`src/hw/rtl/mcpi_pkg.sv`:
```
// Shared types, constants and fixed-point settings of the motor current PI block.
`default_nettype none

package mcpi_pkg;

    // Fixed-point layout
    localparam int GAIN_FRAC_BITS = 16;
    localparam int ACCUM_WIDTH    = 48;
    localparam int GAIN_W         = 24;
    localparam int ERR_W          = 9;
    localparam int PROD_W         = GAIN_W + 2 + ERR_W;
    localparam int SUM_W          = ACCUM_WIDTH + 1;

    // Command queue between front and back
    localparam int QUEUE_DEPTH = 4;
    localparam int QPTR_W      = $clog2(QUEUE_DEPTH);

    // Mode byte codes and transmit codes
    localparam logic [7:0] MODE_AUTO      = 8'h10;
    localparam logic [7:0] MODE_MANUAL    = 8'h20;
    localparam logic [7:0] MODE_FAIL      = 8'h30;
    localparam logic [7:0] TX_ACK         = 8'hBB;
    localparam logic [7:0] TX_FAIL        = 8'h11;
    localparam logic [7:0] SETPOINT_RESET = 8'd15;

    // Gain reset values: round(k * 2^GAIN_FRAC_BITS)
    localparam longint unsigned KP_RESET_L =
        ((64'd1040 << GAIN_FRAC_BITS) + 64'd5000) / 64'd10000;
    localparam longint unsigned KI_RESET_L =
        ((64'd67 << GAIN_FRAC_BITS) + 64'd5000) / 64'd10000;
    localparam logic [GAIN_W-1:0] KP_RESET = GAIN_W'(KP_RESET_L);
    localparam logic [GAIN_W-1:0] KI_RESET = GAIN_W'(KI_RESET_L);

    // Accumulator clamp points
    localparam logic signed [ACCUM_WIDTH-1:0] ACC_ONE = ACCUM_WIDTH'(64'd1 << GAIN_FRAC_BITS);
    localparam logic signed [ACCUM_WIDTH-1:0] ACC_TOP = ACCUM_WIDTH'(64'd256 << GAIN_FRAC_BITS);
    localparam logic signed [ACCUM_WIDTH-1:0] ACC_255 = ACCUM_WIDTH'(64'd255 << GAIN_FRAC_BITS);

    typedef enum logic [3:0] {
        OP_NONE,
        OP_Q_CUR,
        OP_Q_SPD,
        OP_Q_TMP,
        OP_Q_MODE,
        OP_SET_KP,
        OP_SET_KI,
        OP_SET_MODE,
        OP_SET_SETPT,
        OP_SET_DUTY
    } op_t;

    typedef struct packed {
        logic       mode;
        logic [7:0] rx_byte;
        logic [7:0] current_sample;
        logic [7:0] speed_sample;
        logic [7:0] temp_sample;
    } in_item_t;

    typedef struct packed {
        logic [7:0] duty;
        logic [7:0] tx_byte;
        logic       led_on;
        logic       blink_alarm;
    } result_t;

    // Classified item as it travels through the queue
    typedef struct packed {
        logic       is_tick;
        logic       is_query;
        op_t        op;
        logic [7:0] rx_byte;
        logic [7:0] current_sample;
        logic [7:0] speed_sample;
        logic [7:0] temp_sample;
    } entry_t;

endpackage

`default_nettype wire

```
`src/hw/rtl/mcpi_front.sv`:
```
// Front stage: accept items, decode command bytes and hold one classified entry.
`default_nettype none

module mcpi_front (
    input  wire logic              clk,
    input  wire logic              rst_n,
    input  wire logic              in_valid,
    output logic                   in_ready,
    input  wire mcpi_pkg::in_item_t in_data,
    output logic                   push_valid,
    input  wire logic              push_ready,
    output mcpi_pkg::entry_t       push_data
);
    import mcpi_pkg::*;

    localparam logic [7:0] CMD_Q_CUR    = 8'h01;
    localparam logic [7:0] CMD_Q_SPD    = 8'h02;
    localparam logic [7:0] CMD_SET_KP   = 8'h05;
    localparam logic [7:0] CMD_SET_KI   = 8'h06;
    localparam logic [7:0] CMD_SET_MODE = 8'h07;
    localparam logic [7:0] CMD_SETPT    = 8'h08;
    localparam logic [7:0] CMD_SET_DUTY = 8'h0A;
    localparam logic [7:0] CMD_Q_MODE   = 8'h0B;
    localparam logic [7:0] CMD_Q_TMP    = 8'h0C;

    logic   entry_valid_reg;
    entry_t entry_reg;
    entry_t entry_next;

    // Speed loop and unknown headers decode to OP_NONE: acknowledge only
    always_comb
    begin
        entry_next.is_tick        = in_data.mode;
        entry_next.rx_byte        = in_data.rx_byte;
        entry_next.current_sample = in_data.current_sample;
        entry_next.speed_sample   = in_data.speed_sample;
        entry_next.temp_sample    = in_data.temp_sample;
        unique case (in_data.rx_byte)
            CMD_Q_CUR:    entry_next.op = OP_Q_CUR;
            CMD_Q_SPD:    entry_next.op = OP_Q_SPD;
            CMD_Q_TMP:    entry_next.op = OP_Q_TMP;
            CMD_Q_MODE:   entry_next.op = OP_Q_MODE;
            CMD_SET_KP:   entry_next.op = OP_SET_KP;
            CMD_SET_KI:   entry_next.op = OP_SET_KI;
            CMD_SET_MODE: entry_next.op = OP_SET_MODE;
            CMD_SETPT:    entry_next.op = OP_SET_SETPT;
            CMD_SET_DUTY: entry_next.op = OP_SET_DUTY;
            default:      entry_next.op = OP_NONE;
        endcase
        entry_next.is_query = (entry_next.op == OP_Q_CUR) || (entry_next.op == OP_Q_SPD)
                           || (entry_next.op == OP_Q_TMP) || (entry_next.op == OP_Q_MODE);
    end

    assign in_ready   = !entry_valid_reg || push_ready;
    assign push_valid = entry_valid_reg;
    assign push_data  = entry_reg;

    always_ff @(posedge clk or negedge rst_n)
    begin
        if (!rst_n)
        begin
            entry_valid_reg <= 1'b0;
        end
        else if (in_ready)
        begin
            entry_valid_reg <= in_valid;
        end
    end

    always_ff @(posedge clk)
    begin
        if (in_valid && in_ready)
        begin
            entry_reg <= entry_next;
        end
    end

endmodule

`default_nettype wire

```
`src/hw/rtl/mcpi_queue.sv`:
```
// Short entry queue between the decode front and the execution back.
`default_nettype none

module mcpi_queue (
    input  wire logic             clk,
    input  wire logic             rst_n,
    input  wire logic             push_valid,
    output logic                  push_ready,
    input  wire mcpi_pkg::entry_t push_data,
    output logic                  pop_valid,
    input  wire logic             pop_ready,
    output mcpi_pkg::entry_t      pop_data
);
    import mcpi_pkg::*;

    entry_t              mem [QUEUE_DEPTH];
    logic [QPTR_W-1:0]   head_reg;
    logic [QPTR_W-1:0]   tail_reg;
    logic [QPTR_W:0]     count_reg;
    logic                do_push;
    logic                do_pop;

    assign push_ready = (count_reg != (QPTR_W+1)'(QUEUE_DEPTH));
    assign pop_valid  = (count_reg != '0);
    assign pop_data   = mem[head_reg];
    assign do_push    = push_valid && push_ready;
    assign do_pop     = pop_valid && pop_ready;

    always_ff @(posedge clk or negedge rst_n)
    begin
        if (!rst_n)
        begin
            head_reg  <= '0;
            tail_reg  <= '0;
            count_reg <= '0;
        end
        else
        begin
            if (do_push)
            begin
                tail_reg <= QPTR_W'(tail_reg + 1'b1);
            end
            if (do_pop)
            begin
                head_reg <= QPTR_W'(head_reg + 1'b1);
            end
            if (do_push && !do_pop)
            begin
                count_reg <= count_reg + 1'b1;
            end
            else if (do_pop && !do_push)
            begin
                count_reg <= count_reg - 1'b1;
            end
        end
    end

    always_ff @(posedge clk)
    begin
        if (do_push)
        begin
            mem[tail_reg] <= push_data;
        end
    end

endmodule

`default_nettype wire

```
`src/hw/rtl/mcpi_back.sv`:
```
// Execution back end: parser state, PI sequencer, mode handling and result register.
`default_nettype none

module mcpi_back (
    input  wire logic             clk,
    input  wire logic             rst_n,
    input  wire logic             pop_valid,
    output logic                  pop_ready,
    input  wire mcpi_pkg::entry_t pop_data,
    output logic                  out_valid,
    input  wire logic             out_ready,
    output mcpi_pkg::result_t     out_data
);
    import mcpi_pkg::*;

    typedef enum logic [1:0] {
        S_IDLE,
        S_MUL,
        S_SUM,
        S_CLAMP
    } state_t;

    state_t state_reg, state_next;

    // Architectural state
    logic [7:0]                     mode_byte_reg, mode_byte_next;
    logic                           await_reg, await_next;
    op_t                            hdr_reg, hdr_next;
    logic [7:0]                     setpt_reg, setpt_next;
    logic [GAIN_W-1:0]              kp_reg, kp_next;
    logic [GAIN_W-1:0]              ki_reg, ki_next;
    logic signed [ERR_W-1:0]        last_err_reg, last_err_next;
    logic signed [ACCUM_WIDTH-1:0]  acc_reg, acc_next;
    logic [7:0]                     duty_set_reg, duty_set_next;
    logic [7:0]                     tx_reg, tx_next;
    logic                           led_reg, led_next;
    logic [7:0]                     driven_reg, driven_next;

    // PI datapath
    logic signed [ERR_W-1:0]        err_reg, err_next;
    logic signed [PROD_W-1:0]       p1_reg, p1_next;
    logic signed [PROD_W-1:0]       p2_reg, p2_next;
    logic signed [ACCUM_WIDTH-1:0]  sum_reg, sum_next;
    logic signed [SUM_W-1:0]        sum_wide;
    logic [GAIN_W:0]                k_sum;

    // Result register
    logic    out_valid_reg, out_valid_next;
    result_t out_reg, out_next;

    logic    out_free;
    logic    auto_tick;
    logic    alarm;
    op_t     run_op;
    logic [7:0] arg;

    assign out_free  = !out_valid_reg || out_ready;
    assign auto_tick = pop_data.is_tick && (mode_byte_reg == MODE_AUTO);
    assign pop_ready = (state_reg == S_IDLE) && (auto_tick || out_free);
    assign out_valid = out_valid_reg;
    assign out_data  = out_reg;
    assign k_sum     = {1'b0, kp_reg} + {1'b0, ki_reg};

    always_comb
    begin
        state_next     = state_reg;
        mode_byte_next = mode_byte_reg;
        await_next     = await_reg;
        hdr_next       = hdr_reg;
        setpt_next     = setpt_reg;
        kp_next        = kp_reg;
        ki_next        = ki_reg;
        last_err_next  = last_err_reg;
        acc_next       = acc_reg;
        duty_set_next  = duty_set_reg;
        tx_next        = tx_reg;
        led_next       = led_reg;
        driven_next    = driven_reg;
        err_next       = err_reg;
        p1_next        = p1_reg;
        p2_next        = p2_reg;
        sum_next       = sum_reg;
        out_valid_next = out_valid_reg && !out_ready;
        out_next       = out_reg;
        alarm          = 1'b0;
        run_op         = OP_NONE;
        arg            = 8'd0;
        sum_wide       = SUM_W'(acc_reg) + SUM_W'(p1_reg) - SUM_W'(p2_reg);

        unique case (state_reg)
            S_IDLE:
            begin
                if (pop_valid && auto_tick)
                begin
                    err_next   = ERR_W'({1'b0, setpt_reg}) - ERR_W'({1'b0, pop_data.current_sample});
                    state_next = S_MUL;
                end
                else if (pop_valid && out_free)
                begin
                    if (!pop_data.is_tick)
                    begin
                        tx_next = TX_ACK;
                        if (!await_reg)
                        begin
                            hdr_next   = pop_data.op;
                            await_next = 1'b1;
                            run_op     = pop_data.is_query ? pop_data.op : OP_NONE;
                        end
                        else
                        begin
                            await_next = 1'b0;
                            run_op     = hdr_reg;
                            arg        = pop_data.rx_byte;
                        end
                        unique case (run_op)
                            OP_Q_CUR:     tx_next        = pop_data.current_sample;
                            OP_Q_SPD:     tx_next        = pop_data.speed_sample;
                            OP_Q_TMP:     tx_next        = pop_data.temp_sample;
                            OP_Q_MODE:    tx_next        = mode_byte_reg;
                            OP_SET_KP:    kp_next        = GAIN_W'(32'(arg) << GAIN_FRAC_BITS);
                            OP_SET_KI:    ki_next        = GAIN_W'(32'(arg) << GAIN_FRAC_BITS);
                            OP_SET_MODE:  mode_byte_next = arg;
                            OP_SET_SETPT: setpt_next     = arg;
                            OP_SET_DUTY:  duty_set_next  = arg;
                            default:      ;
                        endcase
                    end
                    else
                    begin
                        unique case (mode_byte_reg)
                            MODE_MANUAL:
                            begin
                                driven_next = duty_set_reg;
                                led_next    = 1'b1;
                            end
                            MODE_FAIL:
                            begin
                                driven_next   = 8'd0;
                                last_err_next = '0;
                                tx_next       = TX_FAIL;
                            end
                            default:
                            begin
                                alarm    = 1'b1;
                                led_next = 1'b0;
                            end
                        endcase
                    end
                    out_valid_next       = 1'b1;
                    out_next.duty        = driven_next;
                    out_next.tx_byte     = tx_next;
                    out_next.led_on      = led_next;
                    out_next.blink_alarm = alarm;
                end
            end
            S_MUL:
            begin
                p1_next    = PROD_W'($signed({1'b0, k_sum})) * PROD_W'(err_reg);
                p2_next    = PROD_W'($signed({2'b00, kp_reg})) * PROD_W'(last_err_reg);
                state_next = S_SUM;
            end
            S_SUM:
            begin
                // saturate to the signed accumulator range
                if (sum_wide[SUM_W-1] != sum_wide[SUM_W-2])
                begin
                    sum_next = sum_wide[SUM_W-1] ? {1'b1, {(ACCUM_WIDTH-1){1'b0}}}
                                                 : {1'b0, {(ACCUM_WIDTH-1){1'b1}}};
                end
                else
                begin
                    sum_next = sum_wide[ACCUM_WIDTH-1:0];
                end
                state_next = S_CLAMP;
            end
            S_CLAMP:
            begin
                if (out_free)
                begin
                    if (sum_reg >= ACC_TOP)
                    begin
                        driven_next = 8'd255;
                        acc_next    = ACC_255;
                    end
                    else if (sum_reg < ACC_ONE)
                    begin
                        driven_next = 8'd1;
                        acc_next    = ACC_ONE;
                    end
                    else
                    begin
                        driven_next = sum_reg[GAIN_FRAC_BITS +: 8];
                        acc_next    = sum_reg;
                    end
                    duty_set_next        = driven_next;
                    last_err_next        = err_reg;
                    out_valid_next       = 1'b1;
                    out_next.duty        = driven_next;
                    out_next.tx_byte     = tx_reg;
                    out_next.led_on      = led_reg;
                    out_next.blink_alarm = 1'b0;
                    state_next           = S_IDLE;
                end
            end
            default:
            begin
                state_next = S_IDLE;
            end
        endcase
    end

    always_ff @(posedge clk or negedge rst_n)
    begin
        if (!rst_n)
        begin
            state_reg     <= S_IDLE;
            mode_byte_reg <= MODE_MANUAL;
            await_reg     <= 1'b0;
            hdr_reg       <= OP_NONE;
            setpt_reg     <= SETPOINT_RESET;
            kp_reg        <= KP_RESET;
            ki_reg        <= KI_RESET;
            last_err_reg  <= '0;
            acc_reg       <= '0;
            duty_set_reg  <= 8'd0;
            tx_reg        <= TX_ACK;
            led_reg       <= 1'b0;
            driven_reg    <= 8'd0;
            out_valid_reg <= 1'b0;
            out_reg       <= '0;
        end
        else
        begin
            state_reg     <= state_next;
            mode_byte_reg <= mode_byte_next;
            await_reg     <= await_next;
            hdr_reg       <= hdr_next;
            setpt_reg     <= setpt_next;
            kp_reg        <= kp_next;
            ki_reg        <= ki_next;
            last_err_reg  <= last_err_next;
            acc_reg       <= acc_next;
            duty_set_reg  <= duty_set_next;
            tx_reg        <= tx_next;
            led_reg       <= led_next;
            driven_reg    <= driven_next;
            out_valid_reg <= out_valid_next;
            out_reg       <= out_next;
        end
    end

    always_ff @(posedge clk)
    begin
        err_reg <= err_next;
        p1_reg  <= p1_next;
        p2_reg  <= p2_next;
        sum_reg <= sum_next;
    end

endmodule

`default_nettype wire

```
`src/hw/rtl/motor_current_pi_with_command_parser_core.sv`:
```
// Top level of the motor current PI controller with serial command parser.
//
//  channel | signals                       | carries
//  --------+-------------------------------+-----------------------------------------
//  in      | in_valid, in_ready, in_data   | serial byte or control tick with samples
//  out     | out_valid, out_ready, out_data| duty, transmit byte, LED, blink alarm
//
// A transfer on in is decoded and registered in the front stage, then parked in a
// four-entry queue. The back end takes one entry per cycle while the out channel is
// free, for bytes and for manual, fail or unknown-mode ticks; an auto-mode tick runs
// the PI sequencer (error, multiply, accumulate with saturation, clamp and commit).
// Reset loads manual mode, setpoint 15, the default gains and transmit byte 0xBB.
// A stalled out channel holds the result register; the back end then waits, and
// the queue keeps absorbing input transfers until it fills.
`default_nettype none

module motor_current_pi_with_command_parser_core (
    input  wire logic               clk,
    input  wire logic               rst_n,
    input  wire logic               in_valid,
    output logic                    in_ready,
    input  wire mcpi_pkg::in_item_t in_data,
    output logic                    out_valid,
    input  wire logic               out_ready,
    output mcpi_pkg::result_t       out_data
);
    import mcpi_pkg::*;

    // Front to queue
    logic   fq_valid;
    logic   fq_ready;
    entry_t fq_data;

    // Queue to back
    logic   qb_valid;
    logic   qb_ready;
    entry_t qb_data;

    // Decode command bytes, hold one entry
    mcpi_front u_front (
        .clk        (clk),
        .rst_n      (rst_n),
        .in_valid   (in_valid),
        .in_ready   (in_ready),
        .in_data    (in_data),
        .push_valid (fq_valid),
        .push_ready (fq_ready),
        .push_data  (fq_data)
    );

    // Decouple decode from execution
    mcpi_queue u_queue (
        .clk        (clk),
        .rst_n      (rst_n),
        .push_valid (fq_valid),
        .push_ready (fq_ready),
        .push_data  (fq_data),
        .pop_valid  (qb_valid),
        .pop_ready  (qb_ready),
        .pop_data   (qb_data)
    );

    // Execute commands and control ticks, drive the result register
    mcpi_back u_back (
        .clk       (clk),
        .rst_n     (rst_n),
        .pop_valid (qb_valid),
        .pop_ready (qb_ready),
        .pop_data  (qb_data),
        .out_valid (out_valid),
        .out_ready (out_ready),
        .out_data  (out_data)
    );

`ifndef SYNTH
    // An accepted transfer always lands in the front register
    a_front_loaded: assert property (@(posedge clk) disable iff (!rst_n)
        in_valid && in_ready |=> fq_valid)
        else $error("front stage lost an accepted transfer");

    // A pushed entry leaves the queue non-empty
    a_queue_holds: assert property (@(posedge clk) disable iff (!rst_n)
        fq_valid && fq_ready |=> qb_valid)
        else $error("queue empty after push");

    // The blink alarm always ends with the LED dark
    a_alarm_dark: assert property (@(posedge clk) disable iff (!rst_n)
        out_valid && out_data.blink_alarm |-> !out_data.led_on)
        else $error("blink alarm with LED lit");
`endif

endmodule

`default_nettype wire

```
`config.mk`:
```
export PLATFORM = sky130hd
export DESIGN_NAME = motor_current_pi_with_command_parser_core
export DESIGN_NICKNAME = d
export VERILOG_FILES = /design/src/hw/rtl/mcpi_pkg.sv /design/src/hw/rtl/mcpi_front.sv /design/src/hw/rtl/mcpi_queue.sv /design/src/hw/rtl/mcpi_back.sv /design/src/hw/rtl/motor_current_pi_with_command_parser_core.sv
export SDC_FILE = /design/constraint.sdc
export NUM_CORES = 1
export LEC_CHECK = 0
export BUFFER_PORTS_ARGS = -buffer_cell sky130_fd_sc_hd__buf_2
export CAP_MARGIN = 20
export CORE_MARGIN = 2
export CORE_UTILIZATION = 50
export DETAILED_ROUTE_END_ITERATION = 16
export PLACE_DENSITY = 0.66
export SLEW_MARGIN = 10
export SYNTH_ARGS = -nofsm -noshare
export SYNTH_HDL_FRONTEND = slang
export SYNTH_SLANG_ARGS = --single-unit
```
`constraint.sdc`:
```
create_clock -name clk -period 7.2 [get_ports clk]
set_input_delay 0 -clock clk [delete_from_list [all_inputs] [get_ports clk]]
set_output_delay 0 -clock clk [all_outputs]
set_load 0.01 [all_outputs]
```
After elaboration in Yosys (flattened, before gate mapping) --
Memory sizes are Yosys's and may differ from the RTL's. Cells that the tools add are included.
Operators by class: add/subtract/negate cells 8, multiply operators 2, div/mod/pow operators 0, order comparisons 2, equality and inequality tests 29, shifts and indexed selects 0, multiplexer cells 54, bitwise logic cells 3, reductions and logical operators 40
Operators with widths (number):
- two-way mux 48 bit | 4
- two-way mux 8 bit | 13
- two-way mux 18 bit | 3
- adder 48 x 35 -> 49 bit | 1
- subtractor 49 x 34 -> 49 bit | 1
- greater-or-equal comparator 48 x 26 -> 1 bit (second input constant) | 1
- less-than comparator 48 x 18 -> 1 bit (second input constant) | 1
- case mux 8 bit (2 select lines) | 3
- two-way mux 9 bit | 5
- case mux 18 bit (2 select lines) | 1
- multiplier 26 x 9 -> 35 bit | 1
- case mux 8 bit (4 select lines) | 1
- multiplier 20 x 9 -> 29 bit | 1
- two-way mux 4 bit | 7
- adder 24 x 24 -> 25 bit | 1
- AND reduction 5 bit | 5
- equality test 4 x 3 -> 1 bit (second input constant) | 5
- case mux 9 bit (2 select lines) | 1
- equality test 4 x 2 -> 1 bit (second input constant) | 4
- equality test 8 x 6 -> 1 bit (second input constant) | 2
- != test 2 bit (second input constant) | 6
- AND reduction 6 bit | 2
- logical AND 1 bit | 10
- two-way mux 1 bit | 9
- other kinds (27) | 50
Storage, ports and cells: bits in registers 319, bits in latches 0, bits in writable memories 152, bits in read-only memories 64, input bits 37, logic and storage cells 173, memories 2
Memory list:
- u_queue.mem | words 4, bits a word 38, rd ports 1, clocked after Yosys merged registers in 0, write ports 1, RTL line mcpi_queue.sv:16 | entry_t mem [QUEUE_DEPTH];
- (no name shown) | words 16, bits a word 4, rd ports 1, clocked after Yosys merged registers in 0, write ports 0, RTL line mcpi_front.sv:38 | unique case (in_data.rx_byte)

Logic depth before layout (Yosys ltp) --
An unclocked memory read counts as a cell.
depth after elaboration 13, gate-level depth with buffers 28

Cells and area by module --
From an unflattened synthesis, not the netlist that was laid out.
Second synthesis, totals: cells, all modules 2975, area, all modules 32817.7 µm²
By module, submodules not included:
- mcpi_back | instances 1, cells each 2681, area an instance 25553.3 µm², seq. area each 7003.0 µm²
- mcpi_queue | instances 1, cells each 234, area an instance 5940.7 µm², seq. area each 4739.5 µm²
- mcpi_front | instances 1, cells each 60, area an instance 1323.8 µm², seq. area each 1166.1 µm²

Worst setup path after synthesis --
OpenSTA, ideal clock, no wires.
path kind register to register, start point register u_back.kp_reg[12], end point register u_back.p1_reg[34], data pin, setup time 264 ps, arrival time 6109 ps, required time 6936 ps, setup slack 827 ps, stages on the path, launching flop included 26, path buffers 2, cells stage by stage dfstp_2 -> clkbuf_1 -> clkbuf_1 -> inv_1 -> ha_1 -> and2_1 -> fa_1 -> inv_1 -> fa_1 -> inv_1 -> fa_1 -> inv_1 -> fa_1 -> fa_1 -> inv_1 -> ha_1 -> a21oi_1 -> o21ai_0 -> nor4_1 -> o21ai_1 -> o311a_1 -> o21a_1 -> o21ai_1 -> a31oi_1 -> a211oi_1 -> xnor2_1
On the way: word-level cells in the longest chain between the ends 2
RTL lines:
- start, declared | RTL line mcpi_back.sv:30 | logic [GAIN_W-1:0] kp_reg, kp_next;
- start signal, assigned | RTL line mcpi_back.sv:239 | kp_reg <= kp_next;
- adder 24 x 24 -> 25 bit | RTL line mcpi_back.sv:62 | assign k_sum = {1'b0, kp_reg} + {1'b0, ki_reg};
- multiplier 26 x 9 -> 35 bit | RTL line mcpi_back.sv:158 | p1_next = PROD_W'($signed({1'b0, k_sum})) * PROD_W'(err_reg);
- end signal, assigned | RTL line mcpi_back.sv:255 | p1_reg <= p1_next;
- end, declared | RTL line mcpi_back.sv:41 | logic signed [PROD_W-1:0] p1_reg, p1_next;
Every way passes these cells. A chain may end at the register's enable or synchronous reset.

Worst setup path in the final report --
start point register u_back.ki_reg[8], end point register u_back.p1_reg[34], data pin
On the way: word-level cells in the longest chain between the ends 2
RTL lines:
- start, declared | RTL line mcpi_back.sv:31 | logic [GAIN_W-1:0] ki_reg, ki_next;
- start signal, assigned | RTL line mcpi_back.sv:240 | ki_reg <= ki_next;
- adder 24 x 24 -> 25 bit | RTL line mcpi_back.sv:62
- multiplier 26 x 9 -> 35 bit | RTL line mcpi_back.sv:158
Every way passes these cells.

==> impl_metrics.tcl <==
set metrics [dict create \
    status "complete, no violations" \
    skew_ns 0.0237 \
    synth_seq_cells 453 \
    clkLatencyLatePin_ns 0.59 \
    slew_headroom_pct 26.7 \
    yosysTopAreaCell "edfxtp_1" \
    start_util_pct 50.4 \
    place_area_um2 33600 \
    drtPass1Iterations 5 \
    rows 93 \
    area_growth_pct 10.3 \
    synth_top_area_share_pct 28.9 \
    grt_max_degree 68 \
    slowest_stage "dfstp_2" \
    required_ns 7.51 \
    clockRootBuffer "clkbuf_16" \
    grt-ovfl-total 0 \
    rr_startpoint "u_back.ki_reg[8]" \
    setup_slack_ns 0.419 \
    htreeDepth 2 \
    largest_register_ffs 152 \
    multi_input_area_um2 17200 \
    synth_area_um2 32300 \
    fmax_mhz 147 \
    viasPerCell 5.47 \
    ys_async_sr_fraction_pct 31.3 \
    tightest_slew_ns 1.10 \
    syn_inst 2875 \
    whs_path_depth 2 \
    pre_cts_slack_ns 0.437 \
    worstPathArrival_ns 7.09 \
    cts-buffers-inserted 49 \
    hold_violations 0 \
    cts.sinks 453 \
    ys.flop_type "edfxtp_1" \
    first_iter_violations 1411 \
    maxCapViolations 0 \
    vias 21100 \
    ant_nets 0 \
    yosysWarnings 0 \
    antenna_found_initial 1 \
    period_share_pct 94.2 \
    crit_path_end_kind "register" \
    ctsResizeCount 0 \
    grt_pass1_wl_um 119000 \
    cts_tree "yes" \
    ys_top_cells_by_area "edfxtp_1 29%, fa_1 15%, ha_1 11%" \
    cts_setup_buffers 0 \
    final_cell_area_um2 35700 \
    post-route-drc-count 0 \
    wl_per_cell_um 19.1 \
    core_um2 64200 \
    path_cells "inv_1 > ha_1 > nor2b_1 > fa_1 > inv_1 > fa_1 > inv_1 > fa_1 > inv_1 > fa_1 > fa_1 > inv_1 > ha_1 > a21oi_1 > o21ai_0 > nor4_1 > o21ai_1 > o311a_1 > o21a_1 > o21ai_1 > a31oi_1 > a211oi_1 > xnor2_1" \
    cts.clk_slew.worst_paths_ns 0.06 \
    worst-r2r-cell-count 23 \
    synth.avg_cell_area_um2 11.3 \
    worst-setup-path-type "register to register" \
    min_to "u_front.push_data[22]" \
    critical_path.max_stage_delay_ns 0.63 \
    nFillCells 5465 \
    period_minus_slack_ns 6.78 \
    grt_usage_pct 22.5 \
    setup_viol 0 \
    ff2ff_setup_slack_ns 0.42 \
    dp_hpwl_um 55700 \
    final_layout_size_suffix_gt1_share_pct 9.64 \
    timing.rr.end "u_back.p1_reg[34]" \
    rsz0062_at_grt "false" \
    cp_max_fo 12 \
    io_pins 57 \
    drv_slew 0 \
    synth_edf_count 311 \
    cts_buffer_depth 3 \
    worstHoldStart "in_data[22]" \
    hold_class "primary input to register" \
    finalSetupTns_ns 0 \
    die_h_um 258 \
    yosysUniqueCellTypes 84 \
    routed_wl_um 74000 \
    gp_congestion 0.905 \
    io_buffer_count 56 \
    grt_pass1_vias 22400 \
    die_w_um 258 \
    layout.nets 3533 \
    regArea_um2 12900 \
    dieArea_um2 66700 \
    start_kind "register" \
    yosysSeqAreaShare_pct 39.9 \
]
==> synth_stat cells (all sizes together), types with 7 or more instances <==
cell type  count
ha           283
fa           246
o21ai        139
edfxtp       311
dfstp         13
a22oi         10
xor2          41
xnor2         75
or3            9
nand4         11
nor4          15
nor3          19
a22o          45
inv          492
nand2        190
o21bai        19
nor2b         37
nor2          99
buf           22
clkbuf        64
dfrtp        129
mux4          38
o21a           7
a31oi         16
mux2          38
nand3         23
nand2b        38
and2         128
a21oi        141
mux2i         11
and3          18
a21o          55
or2            7
==> layout make-up <==
type | instances | share of cell area (%)
Inverter | 493 | 5.19
Tap cell | 855 | 3.00
Clock inverter | 21 | 0.722
Sequential cell | 453 | 36.2
Timing Repair Buffer | 125 | 2.68
Antenna cell | 2 | 0.0140
Clock buffer | 70 | 3.88
Multi-Input combinational cell | 1845 | 48.3
==> how the worst max path moves through the flow <==
stage / to / cells past startpoint / startpoint
after CTS: u_back.p1_reg[32] / 23 / u_back.ki_reg[8]
after detailed placement: u_back.p1_reg[32] / 23 / u_back.ki_reg[8]
after global routing: u_back.p1_reg[34] / 28 / u_back.kp_reg[16]
after floorplan: u_back.p1_reg[34] / 25 / u_back.kp_reg[12]
after global placement: u_back.p1_reg[34] / 23 / u_back.ki_reg[8]
final: u_back.p1_reg[34] / 23 / u_back.ki_reg[8]
==> critical path, delay by kind of cell (launching register included) <==
| family | cells | cell delay, ns |
|---|---|---|
| AND/OR/NAND/NOR | 2 | 0.51 |
| adder cells (fa/ha/maj) | 7 | 3.28 |
| flip-flops | 1 | 0.63 |
| AO/OA/AOI/OAI | 8 | 1.67 |
| buffers and inverters | 5 | 0.29 |
| XOR/XNOR | 1 | 0.11 |
==> per-layer routing <==
metal / global-route usage (%) / wire length [um] / vias up
met5: 0 / 0 / -
met2: 39.6 / 37200 / 450
met4: 6.42 / 2030 / 0
met1: 29.4 / 31900 / 10700
li1: - / - / 9898
met3: 2.53 / 2870 / 102
==> logic make-up (layout without fill, tap and decap cells) <==
group | after synthesis | after routing | synth area share [%]
multiplexers | 87 | 87 | 4.40
AO/OA/AOI/OAI | 499 | 499 | 9.84
other | 2 | 6 | 0.0232
AND/OR/NAND/NOR | 607 | 607 | 9.55
buffers and inverters | 579 | 709 | 6.88
adder cells (fa/ha/maj) | 532 | 532 | 26.3
XOR/XNOR | 116 | 116 | 3.14
flip-flops | 453 | 453 | 39.9
==> timing repair <==
action                                 in CTS  in global routing
hold buffers                               38                  0
setup endpoints to repair                   0                  0
endpoints found under the hold margin     112                  0
==> through the flow <==
stage,util (%),hold WS [ns],cells
global route,55.5,0.110,3862
CTS,55.4,0.0933,3859
floorplan,-,-0.296,2877
finish,55.5,0.118,3864
global placement,52.3,-0.0533,3730
detailed placement,52.3,-0.0531,3730
==> layout by cell type, fill, tap and decap left out, types with 13 or more instances in the layout <==
master / n
a21o_1: 55
nand2_1: 187
mux2_2: 30
and2_1: 123
dlygate4sd3_1: 37
nor2_1: 94
a21oi_1: 139
and3_1: 18
nand2b_1: 38
nor2b_1: 37
o21bai_1: 19
clkbuf_16: 49
a22o_1: 45
a31oi_1: 16
xnor2_1: 75
nor4_1: 15
nor3_1: 16
dfstp_2: 13
mux4_2: 38
dfrtp_1: 128
edfxtp_1: 311
o21ai_0: 127
buf_4: 28
buf_2: 55
fa_1: 246
clkbuf_1: 13
inv_1: 492
nand3_1: 23
ha_1: 281
xor2_1: 41
Power is not shown: default switching activity piles up to over one toggle a cycle in this logic, so the estimate is an artifact.
